### src/hw/rtl/ucws_pkg.sv
// ----------------------------------------------------------------------------
// ucws_pkg: shared types and helpers for the UTF-8 / CJK word splitter
// Holds the group record passed from the classifier to the serializer,
// the queue sizing and the byte-class functions.
// ----------------------------------------------------------------------------
package ucws_pkg;

  localparam int unsigned GroupBytes = 4;
  localparam int unsigned QueueDepth = 4;
  localparam int unsigned QueueAw    = $clog2(QueueDepth);

  localparam logic [7:0] LeadFourLo  = 8'hF0;
  localparam logic [7:0] LeadFourHi  = 8'hF7;
  localparam logic [7:0] LeadThreeLo = 8'hE0;
  localparam logic [7:0] LeadThreeHi = 8'hEF;
  localparam logic [7:0] LeadTwoLo   = 8'hC0;
  localparam logic [7:0] LeadTwoHi   = 8'hDF;
  localparam logic [7:0] CjkLeadLo   = 8'hE4;
  localparam logic [7:0] CjkLeadHi   = 8'hE9;
  localparam logic [7:0] ContLo      = 8'h80;
  localparam logic [7:0] ContHi      = 8'hBF;

  // One released character run: up to four bytes with their marks.
  typedef struct packed {
    logic [GroupBytes-1:0][7:0] bytes;
    logic [GroupBytes-1:0]      cs;        // character start
    logic [GroupBytes-1:0]      ws;        // word start
    logic [GroupBytes-1:0]      ch;        // Chinese character byte
    logic [1:0]                 last_idx;  // index of the final byte
    logic                       eot;       // run closes the text
  } ucws_group_t;

  function automatic logic [2:0] lead_len(input logic [7:0] b);
    logic [2:0] len;
    if (b >= LeadFourLo && b <= LeadFourHi) begin
      len = 3'd4;
    end else if (b >= LeadThreeLo && b <= LeadThreeHi) begin
      len = 3'd3;
    end else if (b >= LeadTwoLo && b <= LeadTwoHi) begin
      len = 3'd2;
    end else begin
      len = 3'd1;
    end
    return len;
  endfunction

  function automatic logic is_cont(input logic [7:0] b);
    return (b >= ContLo) && (b <= ContHi);
  endfunction

  function automatic logic is_cjk_lead(input logic [7:0] b);
    return (b >= CjkLeadLo) && (b <= CjkLeadHi);
  endfunction

endpackage

### src/hw/rtl/ucws_front.sv
// ----------------------------------------------------------------------------
// ucws_front: byte intake and character classifier
// Holds the bytes of an incomplete character, then parses the finished run
// and pushes it, fully marked, into the group queue.
// ----------------------------------------------------------------------------
module ucws_front (
  input  logic                 clk_i,
  input  logic                 rst_ni,
  input  logic                 s_axis_tvalid,
  output logic                 s_axis_tready,
  input  logic [7:0]           s_axis_tdata,
  input  logic                 s_axis_tlast,
  input  logic                 q_full_i,
  output logic                 q_push_o,
  output ucws_pkg::ucws_group_t q_group_o
);
  import ucws_pkg::*;

  logic [2:0][7:0] held_q;
  logic [1:0]      held_cnt_q, held_cnt_d;
  logic [2:0]      char_len_q, char_len_d;
  logic            prev_chin_q, prev_chin_d;
  logic            at_start_q, at_start_d;

  logic       accept;
  logic [2:0] new_len;
  logic       complete;
  logic       emit;

  assign s_axis_tready = !q_full_i;
  assign accept        = s_axis_tvalid && s_axis_tready;
  assign new_len       = lead_len(s_axis_tdata);
  assign complete      = (held_cnt_q == 2'd0) ? (new_len == 3'd1)
                                              : ({1'b0, held_cnt_q} + 3'd1 >= char_len_q);
  assign emit          = complete || s_axis_tlast;
  assign q_push_o      = accept && emit;

  // Parse the held bytes plus the new one; a character that runs past the
  // end shrinks to its lead byte.
  always_comb begin
    logic [5:0][7:0] bufx;
    logic [2:0]      n;
    logic [2:0]      p;
    logic [2:0]      len;
    logic            chin;
    logic            chin_cur;
    logic            prev;
    logic            atst;
    bufx     = '0;
    n        = {1'b0, held_cnt_q} + 3'd1;
    p        = 3'd0;
    len      = 3'd1;
    chin     = 1'b0;
    chin_cur = 1'b0;
    prev     = prev_chin_q;
    atst     = at_start_q;
    q_group_o = '0;
    for (int i = 0; i < 3; i++) begin
      if (2'(i) < held_cnt_q) begin
        bufx[i] = held_q[i];
      end
    end
    bufx[{1'b0, held_cnt_q}] = s_axis_tdata;
    for (int i = 0; i < GroupBytes; i++) begin
      if (3'(i) < n) begin
        q_group_o.bytes[i] = bufx[i];
        if (3'(i) == p) begin
          len = lead_len(bufx[i]);
          if (len > n - 3'(i)) begin
            len = 3'd1;
          end
          chin = (len == 3'd3) && is_cjk_lead(bufx[i]) &&
                 is_cont(bufx[i+1]) && is_cont(bufx[i+2]);
          q_group_o.cs[i] = 1'b1;
          q_group_o.ws[i] = chin || atst || prev;
          chin_cur = chin;
          prev     = chin;
          atst     = 1'b0;
          p        = 3'(i) + len;
        end
        q_group_o.ch[i] = chin_cur;
      end
    end
    q_group_o.last_idx = held_cnt_q;
    q_group_o.eot      = s_axis_tlast;

    held_cnt_d  = held_cnt_q;
    char_len_d  = char_len_q;
    prev_chin_d = prev_chin_q;
    at_start_d  = at_start_q;
    if (accept) begin
      if (!emit) begin
        held_cnt_d = held_cnt_q + 2'd1;
        if (held_cnt_q == 2'd0) begin
          char_len_d = new_len;
        end
      end else begin
        held_cnt_d  = 2'd0;
        char_len_d  = 3'd0;
        prev_chin_d = s_axis_tlast ? 1'b0 : prev;
        at_start_d  = s_axis_tlast ? 1'b1 : atst;
      end
    end
  end

  always_ff @(posedge clk_i or negedge rst_ni) begin
    if (!rst_ni) begin
      held_cnt_q  <= 2'd0;
      char_len_q  <= 3'd0;
      prev_chin_q <= 1'b0;
      at_start_q  <= 1'b1;
    end else begin
      held_cnt_q  <= held_cnt_d;
      char_len_q  <= char_len_d;
      prev_chin_q <= prev_chin_d;
      at_start_q  <= at_start_d;
    end
  end

  always_ff @(posedge clk_i) begin
    if (accept && !emit) begin
      held_q[held_cnt_q] <= s_axis_tdata;
    end
  end

`ifndef NO_ASSERTIONS
  a_held_short: assert property (@(posedge clk_i) disable iff (!rst_ni)
    held_cnt_q != 2'd0 |-> ({1'b0, held_cnt_q} < char_len_q))
    else $error("held bytes reach the character length");
`endif

endmodule

### src/hw/rtl/ucws_queue.sv
// ----------------------------------------------------------------------------
// ucws_queue: group queue between classifier and serializer
// Small FIFO of marked character runs; lets each side stall on its own.
// ----------------------------------------------------------------------------
module ucws_queue (
  input  logic                  clk_i,
  input  logic                  rst_ni,
  input  logic                  push_i,
  input  ucws_pkg::ucws_group_t group_i,
  output logic                  full_o,
  input  logic                  pop_i,
  output ucws_pkg::ucws_group_t group_o,
  output logic                  empty_o
);
  import ucws_pkg::*;

  ucws_group_t              slots_q [QueueDepth];
  logic [QueueAw-1:0]       wr_ptr_q, rd_ptr_q;
  logic [QueueAw:0]         count_q;

  assign full_o  = count_q == (QueueAw+1)'(QueueDepth);
  assign empty_o = count_q == '0;
  assign group_o = slots_q[rd_ptr_q];

  always_ff @(posedge clk_i or negedge rst_ni) begin
    if (!rst_ni) begin
      wr_ptr_q <= '0;
      rd_ptr_q <= '0;
      count_q  <= '0;
    end else begin
      if (push_i) begin
        wr_ptr_q <= wr_ptr_q + 1'b1;
      end
      if (pop_i) begin
        rd_ptr_q <= rd_ptr_q + 1'b1;
      end
      case ({push_i, pop_i})
        2'b10:   count_q <= count_q + 1'b1;
        2'b01:   count_q <= count_q - 1'b1;
        default: count_q <= count_q;
      endcase
    end
  end

  always_ff @(posedge clk_i) begin
    if (push_i) begin
      slots_q[wr_ptr_q] <= group_i;
    end
  end

`ifndef NO_ASSERTIONS
  a_no_overflow: assert property (@(posedge clk_i) disable iff (!rst_ni)
    !(push_i && full_o))
    else $error("push into a full group queue");
  a_no_underflow: assert property (@(posedge clk_i) disable iff (!rst_ni)
    !(pop_i && empty_o))
    else $error("pop from an empty group queue");
`endif

endmodule

### src/hw/rtl/ucws_back.sv
// ----------------------------------------------------------------------------
// ucws_back: run serializer and output register
// Sends one marked run at a time, one byte per cycle while output is ready.
// ----------------------------------------------------------------------------
module ucws_back (
  input  logic                  clk_i,
  input  logic                  rst_ni,
  input  logic                  q_empty_i,
  input  ucws_pkg::ucws_group_t q_group_i,
  output logic                  q_pop_o,
  output logic                  m_axis_tvalid,
  input  logic                  m_axis_tready,
  output logic [7:0]            m_axis_tdata,
  output logic [3:0]            m_axis_tuser,
  output logic                  m_axis_tlast
);
  import ucws_pkg::*;

  ucws_group_t cur_q;
  logic        cur_valid_q;
  logic [1:0]  idx_q;
  logic        out_valid_q;
  logic [7:0]  out_byte_q;
  logic [3:0]  out_user_q;
  logic        out_last_q;

  logic advance;
  logic send;
  logic cur_last;

  assign advance  = !out_valid_q || m_axis_tready;
  assign send     = advance && cur_valid_q;
  assign cur_last = idx_q == cur_q.last_idx;
  assign q_pop_o  = !q_empty_i && (!cur_valid_q || (send && cur_last));

  assign m_axis_tvalid = out_valid_q;
  assign m_axis_tdata  = out_byte_q;
  assign m_axis_tuser  = out_user_q;
  assign m_axis_tlast  = out_last_q;

  always_ff @(posedge clk_i or negedge rst_ni) begin
    if (!rst_ni) begin
      cur_valid_q <= 1'b0;
      idx_q       <= 2'd0;
      out_valid_q <= 1'b0;
    end else begin
      if (q_pop_o) begin
        cur_valid_q <= 1'b1;
        idx_q       <= 2'd0;
      end else if (send && cur_last) begin
        cur_valid_q <= 1'b0;
      end else if (send) begin
        idx_q <= idx_q + 2'd1;
      end
      if (send) begin
        out_valid_q <= 1'b1;
      end else if (advance) begin
        out_valid_q <= 1'b0;
      end
    end
  end

  always_ff @(posedge clk_i) begin
    if (q_pop_o) begin
      cur_q <= q_group_i;
    end
    if (send) begin
      out_byte_q <= cur_q.bytes[idx_q];
      out_user_q <= {cur_last, cur_q.ch[idx_q], cur_q.ws[idx_q], cur_q.cs[idx_q]};
      out_last_q <= cur_last && cur_q.eot;
    end
  end

`ifndef NO_ASSERTIONS
  a_ws_on_cs: assert property (@(posedge clk_i) disable iff (!rst_ni)
    out_valid_q |-> (!out_user_q[1] || out_user_q[0]))
    else $error("word start on a byte that is not a character start");
  a_idx_range: assert property (@(posedge clk_i) disable iff (!rst_ni)
    cur_valid_q |-> (idx_q <= cur_q.last_idx))
    else $error("serializer index past the end of the run");
`endif

endmodule

### src/hw/rtl/utf8_cjk_word_splitter.sv
// ----------------------------------------------------------------------------
// utf8_cjk_word_splitter: UTF-8 character and CJK word segmentation
// Splits a byte stream into characters and words and marks every byte.
//
//   channel  dir  tdata        tuser [0..3]                       tlast
//   s_axis   in   text_byte    -                                  text_end
//   m_axis   out  out_byte     char_start, word_start,            end_of_text
//                              is_chinese, last_of_run
//
// Takes one byte per cycle while the group queue has room and sends one byte
// per cycle while the output is ready. A character's bytes are held until the
// character is complete (or the text ends), then pass through the group queue,
// the current-run register and the output register. The four-run group queue
// sets how long input keeps flowing while the output stalls. Reset clears the
// held character and the word state; there is no clearing pass.
// ----------------------------------------------------------------------------
module utf8_cjk_word_splitter (
  input  logic       clk_i,
  input  logic       rst_ni,
  input  logic       s_axis_tvalid,
  output logic       s_axis_tready,
  input  logic [7:0] s_axis_tdata,   // [7:0] text_byte
  input  logic       s_axis_tlast,   // text_end
  output logic       m_axis_tvalid,
  input  logic       m_axis_tready,
  output logic [7:0] m_axis_tdata,   // [7:0] out_byte
  output logic [3:0] m_axis_tuser,   // [0] char_start [1] word_start [2] is_chinese
                                     // [3] last_of_run
  output logic       m_axis_tlast    // end_of_text
);
  import ucws_pkg::*;

  logic        q_push;
  logic        q_full;
  logic        q_pop;
  logic        q_empty;
  ucws_group_t q_in;
  ucws_group_t q_out;

  // Front: hold partial characters, classify finished runs.
  ucws_front u_front (
    .clk_i         (clk_i),
    .rst_ni        (rst_ni),
    .s_axis_tvalid (s_axis_tvalid),
    .s_axis_tready (s_axis_tready),
    .s_axis_tdata  (s_axis_tdata),
    .s_axis_tlast  (s_axis_tlast),
    .q_full_i      (q_full),
    .q_push_o      (q_push),
    .q_group_o     (q_in)
  );

  // Queue: decouple intake from byte-by-byte release.
  ucws_queue u_queue (
    .clk_i   (clk_i),
    .rst_ni  (rst_ni),
    .push_i  (q_push),
    .group_i (q_in),
    .full_o  (q_full),
    .pop_i   (q_pop),
    .group_o (q_out),
    .empty_o (q_empty)
  );

  // Back: release runs via the output register, one byte per cycle unless stalled.
  ucws_back u_back (
    .clk_i         (clk_i),
    .rst_ni        (rst_ni),
    .q_empty_i     (q_empty),
    .q_group_i     (q_out),
    .q_pop_o       (q_pop),
    .m_axis_tvalid (m_axis_tvalid),
    .m_axis_tready (m_axis_tready),
    .m_axis_tdata  (m_axis_tdata),
    .m_axis_tuser  (m_axis_tuser),
    .m_axis_tlast  (m_axis_tlast)
  );

endmodule
### config.mk
export PLATFORM = sky130hd
export DESIGN_NAME = utf8_cjk_word_splitter
export DESIGN_NICKNAME = d
export VERILOG_FILES = /design/src/hw/rtl/ucws_pkg.sv /design/src/hw/rtl/ucws_front.sv /design/src/hw/rtl/ucws_queue.sv /design/src/hw/rtl/ucws_back.sv /design/src/hw/rtl/utf8_cjk_word_splitter.sv
export SDC_FILE = /design/constraint.sdc
export NUM_CORES = 1
export LEC_CHECK = 0
export BUFFER_PORTS_ARGS = -buffer_cell sky130_fd_sc_hd__buf_2
export CAP_MARGIN = 25
export CORE_MARGIN = 3
export CORE_UTILIZATION = 60
export DETAILED_ROUTE_END_ITERATION = 10
export PLACE_DENSITY = 0.84
export SLEW_MARGIN = 20
export SYNTH_ARGS = -nofsm -noshare
export SYNTH_HDL_FRONTEND = slang
export SYNTH_SLANG_ARGS = --single-unit
### constraint.sdc
create_clock -name clk_i -period 6.6 [get_ports clk_i]
set_clock_uncertainty 0.05 [all_clocks]
set_input_delay 0.33 -clock clk_i [delete_from_list [all_inputs] [get_ports clk_i]]
set_output_delay 0.33 -clock clk_i [all_outputs]
set_load 0.01 [all_outputs]
==> run summary, run 1 <==
The run finished with clean final reports. The count of maximum capacitance violations is 0. VDD sags by at most 362 uV. The area of all sequential standard cells came out at 8620 um2.

The average instance in the mapped netlist occupies 18.0 um2. The initial core utilization is 0.624. The first global-routing pass estimated 37.9 mm of wire. The most numerous cell type found on the critical path is ha_1. The multi-input logic area came out at 3090 um2.

The placeable core area came out at 19100 um2. The number of cells in the design after placement is 926. The final cell area excluding filler cells is 13300 um2. In this run the register-to-register setup slack is 1.09 ns. The distinct cell type count of the synthesized netlist came out at 64. Of the post-synthesis cell area, the part taken by muxes is 0.118.

The number of I/O port buffers is 27. The final hold violation count came out at 0. For the pin with the worst max-slew slack, the measured transition is 0.976 ns.

Following the worst setup path forward leads to its endpoint at u_queue.slots_q[0][10]. The post-layout net count came out at 736. The later pin in the worst-skew pair is clocked with a latency of 0.54 ns. TritonCTS built the clock tree.

The synthesized net count came out at 699. The synthesized instance count came out at 661. The number of cells on the worst reg-to-reg path came out at 18. The most common library cell in the layout ignoring fill and taps is edfxtp_1.

The weighted congestion at the end of routability-driven global placement came out at 0.883. In this run the critical register-to-register path is captured at u_queue.slots_q[0][10]. The critical path starts at u_front.held_cnt_q[1]. The setup TNS after final layout came out at 0 ns. The maximum achievable frequency is 0.181 GHz.

The data arrival at the endpoint of the critical path is 5.76 ns. Of the total synthesized cell area, the portion taken by AND, OR, NAND and NOR gates is 0.0677. The total overflow reported by the global router came out at 0. The pre-CTS setup slack is 1.17 ns. Once layout is complete, the cells apart from fillers number 981. The fraction of layout instances using a drive strength above 1 came out at 0.232.

The detailed-route DRC error count came out at 0. The die span in x is 147 um. The post-CTS resize count is 0. The synthesized design contains 290 register bits. For this design, the sink count on the clock tree is 290.

The worst setup path is launched from a flop. The antenna diode count is 0. The parity-gate share of the synthesized area counting xor and xnor cells came out at 0.00883. The buffer depth of the longest clock path is 3. The violation count after the first detailed-route iteration came out at 637. The final setup slack of the worst path is 1.09 ns. The number of fillers in the final layout is 1152.

Of the synthesized area, sequential elements account for 0.724. The placement row count came out at 50. The vertical die dimension came out at 147 um. After layout, the minimum clock period comes to 5.51 ns. Across all layers, the routed design uses 6191 vias. In the final routed layout, each cell accounts on average for 25.0 um. The standard cell area after detailed placement came out at 12300 um2. The number of antenna violations at the first check in global routing was 0. The total setup violations reported at the end of the flow is 0. Setup repair after global routing left no endpoint under its margin. The post-synthesis compound-gate area fraction came out at 0.0371.

Summing every instance area after synthesis gives 11900 um2. 28 I/O pins were placed. The count of nets left with antenna violations once routing finished came out at 0. The worst register-to-register path begins at u_front.held_cnt_q[1]. For this design the ratio of total power to cell area is 435 nW/um2.

The critical setup path kind is flop to flop. The delay contributed by the slowest stage of the critical path is 0.60 ns. For this design the static power due to leakage is 0.00462 uW.

The fraction of registers with async set or reset after synthesis came out at 0.0621. The worst hold path class is primary input to flop. The data required time of the worst path came out at 6.85 ns.

The maximum fanout encountered on the critical timing path came out at 21. The worst setup path is captured at a flop. The via density per instance is 6.31. The number of search-and-repair iterations in the first detailed-routing pass is 5. The most used flip-flop cell after synthesis is edfxtp_1. The HPWL after detailed placement is 14.3 mm. The area enclosed by the die boundary came out at 21600 um2.

The number of CTS-inserted buffers is 29. The total track usage is 0.232. The worst relative slew slack is 0.349. For this design, the slowest cell found on the critical path is ha_1. The number of global-route vias before repair came out at 6325. The post-CTS clock slew at the launch and capture registers of the worst setup and hold paths is 0.06 ns. Traced cell by cell, the critical path runs through inv_1 > ha_1 > and2b_4 > a22o_1 > nor4_1 > ha_1 > o21a_1 > o21ai_0 > and2_1 > ha_1 > ha_1 > and4b_2 > o211ai_1 > or4_4 > nor4b_4 > nor2b_2 > o21a_1 > nor3_1. The CTS H-tree depth came out at 1.

The count of final max-slew check failures came out at 0. The area growth from synthesis to layout is 11.9%. The adder-cell area share of the yosys netlist came out at 0.0269. After synthesis, the largest family of logic cells by area is multiplexers.

The post-detailed-routing wire length is 24.6 mm. Yosys printed 0 warnings. The number of synthesized flops with an enable pin is 272. In the layout the commonest cells are 272 x edfxtp_1, 58 x mux4_2, 41 x nor2_1, 37 x nand2_1, 29 x clkbuf_16. The final clock period utilization by the worst path is 0.835. The buffer type at the clock tree root is clkbuf_16. The worst hold margin is 0.0511 ns. The largest net degree at the start of global routing is 53.
[per-layer routing]
layer | global-route usage | wire length (um) | vias up | part of all wire
li1 | - | - | 2674 | -
met5 | 0 | 0 | - | 0
met2 | 0.394 | 12500 | 310 | 0.51
met4 | 0.0668 | 608 | 0 | 0.025
met3 | 0.0315 | 1630 | 48 | 0.066
met1 | 0.322 | 9820 | 3159 | 0.40
[metrics by stage]
step,utilization,total power [uW]
6_report,0.698,5790
5_1_grt,0.698,6030
4_1_cts,0.698,5840
3_5_place_dp,0.645,4140
3_3_place_gp,0.645,4040
2_1_floorplan,-,3710
[layout make-up]
cell class / instances / area share
flip-flops and latches: 290 / 0.647
clock buffers: 31 / 0.0550
clock inverters: 23 / 0.0198
multi-input cells: 321 / 0.232
well taps: 260 / 0.0244
repair buffers: 36 / 0.0160
inverters: 20 / 0.00564
[repair_timing]
action                                 in CTS  in global routing
endpoints found under the hold margin      17                  0
hold buffers                                1                  0
setup buffers                               0                  0
[synth_stat cells (2+ instances only)]
library cell,count,area share
a21oi_1,14,0.0059
nand3_1,8,0.0034
inv_1,20,0.0063
nor3_1,4,0.0017
dfrtp_1,17,0.036
mux2_2,2,0.0019
o31a_1,3,0.0022
xor2_1,6,0.0044
nand2_1,37,0.012
clkbuf_1,20,0.0063
edfxtp_1,272,0.69
ha_1,24,0.025
buf_1,4,0.0013
o22ai_1,2,0.0011
nor2_1,41,0.013
a22o_1,3,0.0022
and3_1,13,0.0068
nor3b_1,2,0.0013
mux2i_1,8,0.0067
nor2b_1,8,0.0042
a21o_1,4,0.0025
nand3b_1,6,0.0038
nand2b_1,5,0.0026
o21a_1,4,0.0025
mux4_2,58,0.11
o21ai_0,14,0.0059
nand4b_1,3,0.0022
xnor2_1,6,0.0044
a21boi_0,2,0.0013
a22oi_1,3,0.0019
and2_1,11,0.0058
buf_2,5,0.0021
[power by group]
group | switching (uW) | leakage (uW) | internal [uW] | total, uW
Sequential | 193 | 0.00274 | 2590 | 2780
Clock | 681 | 0.000487 | 1010 | 1690
Combinational | 734 | 0.00138 | 585 | 1320
[flip-flops by register name, indices dropped and copies added, names as in the netlist, 3 cells and up]
name / cells
u_front.char_len_q: 3
u_front.held_q: 24
u_back.cur_q: 47
u_back.m_axis_tdata: 8
u_queue.slots_q: 188
u_queue.count_q: 3
u_back.m_axis_tuser: 4
[worst max-delay path, delay by kind of cell, from the launching register on]
kind / cells / cell delay (ns)
and+or+nand+nor: 8 / 2.50
adders and majority gates: 4 / 1.20
AOI/OAI and AO/OA: 5 / 0.81
DFF: 1 / 0.53
buffers and inverters: 1 / 0.18
[logic make-up (layout without fill, tap and decap cells)]
family / count (synthesis) / after routing
xor gates and xnor gates: 12 / 12
and+or+nand+nor: 152 / 152
AOI/OAI and AO/OA: 64 / 64
muxes: 68 / 68
DFF: 290 / 290
adders and majority gates: 25 / 25
buffers and inverters: 50 / 110
[worst min-delay path by stage]
stage,from,end,slack [ns],depth (start not counted)
after floorplan,rst_ni,u_back.cur_valid_q,-0.02,0
after global placement,rst_ni,u_back.idx_q[1],0.24,1
after detailed placement,rst_ni,u_back.idx_q[0],0.24,1
after CTS,s_axis_tdata[0],u_front.held_q[16],0.03,1
after global routing,s_axis_tdata[0],u_front.held_q[16],0.04,1
final,m_axis_tready,u_back.m_axis_tvalid,0.05,3
Power figures use the tool's default switching activity.
==> run 2, diff against run 1 <==
==> constraint.sdc (replaced) <==
create_clock -name clk_i -period 5.44 [get_ports clk_i]
set_clock_uncertainty 0.05 [all_clocks]
set_input_delay 0.272 -clock clk_i [delete_from_list [all_inputs] [get_ports clk_i]]
set_output_delay 0.272 -clock clk_i [all_outputs]
set_load 0.01 [all_outputs]
==> run 2 against run 1 <==
- maximum frequency up 10%
- highest routed layer unchanged
- first-iteration DRC count shrank 28%
- critical path depth unchanged
==> run summary, run 2 (synthesis results as in run 1) <==
Traced cell by cell, the critical path runs through ha_1 > buf_4 > nand2_1 > o21a_1 > nor4_1 > ha_1 > o21a_1 > o21ai_0 > and2_1 > ha_1 > ha_1 > and4b_2 > o211ai_1 > or4_4 > nor4b_4 > nor2b_2 > o21a_1 > nor3_1. The final hold violation count was 0. The library cell used most frequently in the layout, excluding fill and tap cells, is edfxtp_1. The largest net degree at the start of global routing is 52. Of the total power, registers draw 0.488.

The HPWL after detailed placement came out at 15.1 mm. The vertical die dimension came out at 147 um. The layout overhead on the synthesized area is 12.1%. The tree is rooted in a clkbuf_16. The largest individual stage delay along the critical path comes from the cell dfrtp_1. The maximum ir drop on the vdd rail came out at 459 uV. The first routing iteration left 457 violations.

The setup TNS after final layout is 0 ns. The post-CTS clock slew at the launch and capture registers of the worst setup and hold paths is 0.06 ns. The floorplan step defined a die boundary enclosing 21600 um2.

The power dissipated by switching net loads is 1930 uW. The relative contribution of the clock network to total power is 0.266. In the layout the commonest cells are 272 x edfxtp_1, 58 x mux4_2, 41 x nor2_1, 37 x nand2_1.

The final setup slack of the worst path came out at 0.426 ns. The internal power contribution is 4950 uW. The portion of total power attributed to combinational logic came out at 0.246. On the critical path the largest part of the delay comes from simple AND/OR/NAND/NOR gates.

The data arrival at the endpoint of the critical path is 5.26 ns. The fraction of layout instances using a drive strength above 1 is 0.225. The number of global-route vias before repair is 6485. The routed layout has 6156 vias. The final clock period utilization by the worst path came out at 0.922. The die span in x came out at 147 um. The number of clock sinks came out at 290.

For this configuration, the core starts out at a cell density of 0.624. The largest single stage delay on the critical path is 0.57 ns. The I/O pin total came out at 28.

The core region is 19100 um2. The number of cells on the worst reg-to-reg path is 18. The CTS H-tree depth is 1. The slew at the pin closest to its max-slew limit is 0.919 ns.

The total overflow reported by the global router is 0. The post-layout net count came out at 745. The element type at the critical path start is a flop.

The critical path is of the flop to flop type. The buffers plus inverters on the worst setup path came out at 1. The maximum fanout encountered on the critical timing path came out at 14. The most numerous cell type found on the critical path is ha_1. STA puts the critical path data required time at 5.69 ns. In the final layout, the registers with the most flip-flops are u_queue.slots_q x188, u_back.cur_q x47, u_front.held_q x24. The worst hold path class is primary input to flop. TritonCTS created 27 clock buffers. The count of final max-slew check failures came out at 0.

The worst relative slew slack came out at 0.387. TritonCTS built the clock tree. The number of I/O port buffers is 27. The via density per instance came out at 6.23. The number of flip-flops in the largest register came out at 188. Clock latency on the worst-skew pair, taken at its later pin, is 0.53 ns.

The first detailed-routing pass ran for 5 iterations. After detailed routing, the average wire length per cell comes to 25.1 um. The antenna diode count is 0. The final layout contains routed wiring with a total length of 24.8 mm. The total power density per cell area came out at 516 nW/um2. The count of maximum capacitance violations came out at 0. Along the worst hold path, the cell count comes to 1. The flow ran to the end, and the final reports show no timing, DRC or antenna violations. The weighted congestion at the end of routability-driven global placement came out at 0.909. The wire length of the first global-routing pass is 38.7 mm. The depth of the critical timing path with buffers and inverters included is 18. In the routed design, unresolved DRC markers number 0. STA classifies the critical path endpoint as a flop. The static leakage is 0.00462 uW. OpenSTA, run right after detailed placement, puts the worst setup slack at 0.529 ns.

The placement row count is 50. Setup repair after global routing left no endpoint under its margin. After clock tree synthesis, the repair step resized 0 gates. In the global route stage, overall resource usage came out at 0.237. The buffer depth of the longest clock path came out at 3. The shortest period the worst path allows is 5.01 ns. The total setup violations reported at the end of the flow is 0. u_queue.slots_q holds more flip-flops than any other register. The number of fillers in the final layout is 1168. The number of antenna violations at the first check in global routing came out at 0. The maximum achievable frequency came out at 0.199 GHz. The number of antenna-violating nets in the routed design is 0. The proportion of total power due to net switching came out at 0.281.
[run 2: power by group through the flow]
stage / Combinational [uW] / Sequential (uW) / Clock (uW)
6_report: 1700 / 3360 / 1830
3_3_place_gp: 1500 / 3420 / 0
3_5_place_dp: 1590 / 3440 / 0
2_1_floorplan: 1190 / 3310 / 0
4_1_cts: 1630 / 3410 / 1860
5_1_grt: 1840 / 3400 / 1940
[run 2: path summary, 6_finish.rpt]
kind,start,slack [ns],end
setup reg to reg,u_front.held_cnt_q[0],0.43,u_queue.slots_q[2][10]
max in group asynchronous,rst_ni,4.78,u_queue.rd_ptr_q[0]
min in group asynchronous,rst_ni,0.20,u_front.held_cnt_q[1]
setup / recovery,u_front.held_cnt_q[0],0.43,u_queue.slots_q[2][10]
hold reg to reg,u_front.char_len_q[2],0.45,u_front.char_len_q[2]
hold / removal,s_axis_tlast,0.03,u_queue.slots_q[0][0]
[run 2: per-layer routing]
metal	global-route usage	wire, um	share of wire
met5	0	0	0
met4	0.0682	588	0.024
met3	0.0330	1760	0.071
met2	0.391	12500	0.50
met1	0.339	9960	0.40
[run 2: what timing repair did]
item / in CTS / in global routing
endpoints found under the hold margin: 21 / 0
buffers inserted: 0 / 0
hold buffers: 2 / 0
[run 2: metrics by stage]
step	instance area [um2]	power [uW]	hold slack, ns	util	instances
3_3_place_gp	12300	4920	0.179	0.646	930
5_1_grt	13300	7180	0.0301	0.699	988
6_report	13300	6890	0.0281	0.699	988
3_5_place_dp	12400	5040	0.197	0.647	931
4_1_cts	13200	6900	0.0232	0.694	983
2_1_floorplan	11900	4500	-0.0736	-	661
[run 2: area by class of cell]
| class | instances | area [um2] | share of cell area |
|---|---|---|---|
| Sequential cell | 290 | 8620 | 0.646 |
| Multi-Input combinational cell | 321 | 3090 | 0.231 |
| Clock buffer | 31 | 691 | 0.0518 |
| Timing Repair Buffer | 47 | 368 | 0.0276 |
| Tap cell | 260 | 325 | 0.0244 |
| Clock inverter | 19 | 171 | 0.0128 |
| Inverter | 20 | 75.1 | 0.00563 |
[run 2: worst register-to-register path, cell delays in order (launching register included)]
cell and delay, ns:
dfrtp_1 0.57, ha_1 0.35, buf_4 0.24, nand2_1 0.10
o21a_1 0.15, nor4_1 0.41, ha_1 0.32, o21a_1 0.11
o21ai_0 0.23, and2_1 0.17, ha_1 0.15, ha_1 0.14
and4b_2 0.22, o211ai_1 0.09, or4_4 0.50, nor4b_4 0.44
nor2b_2 0.12, o21a_1 0.14, nor3_1 0.29
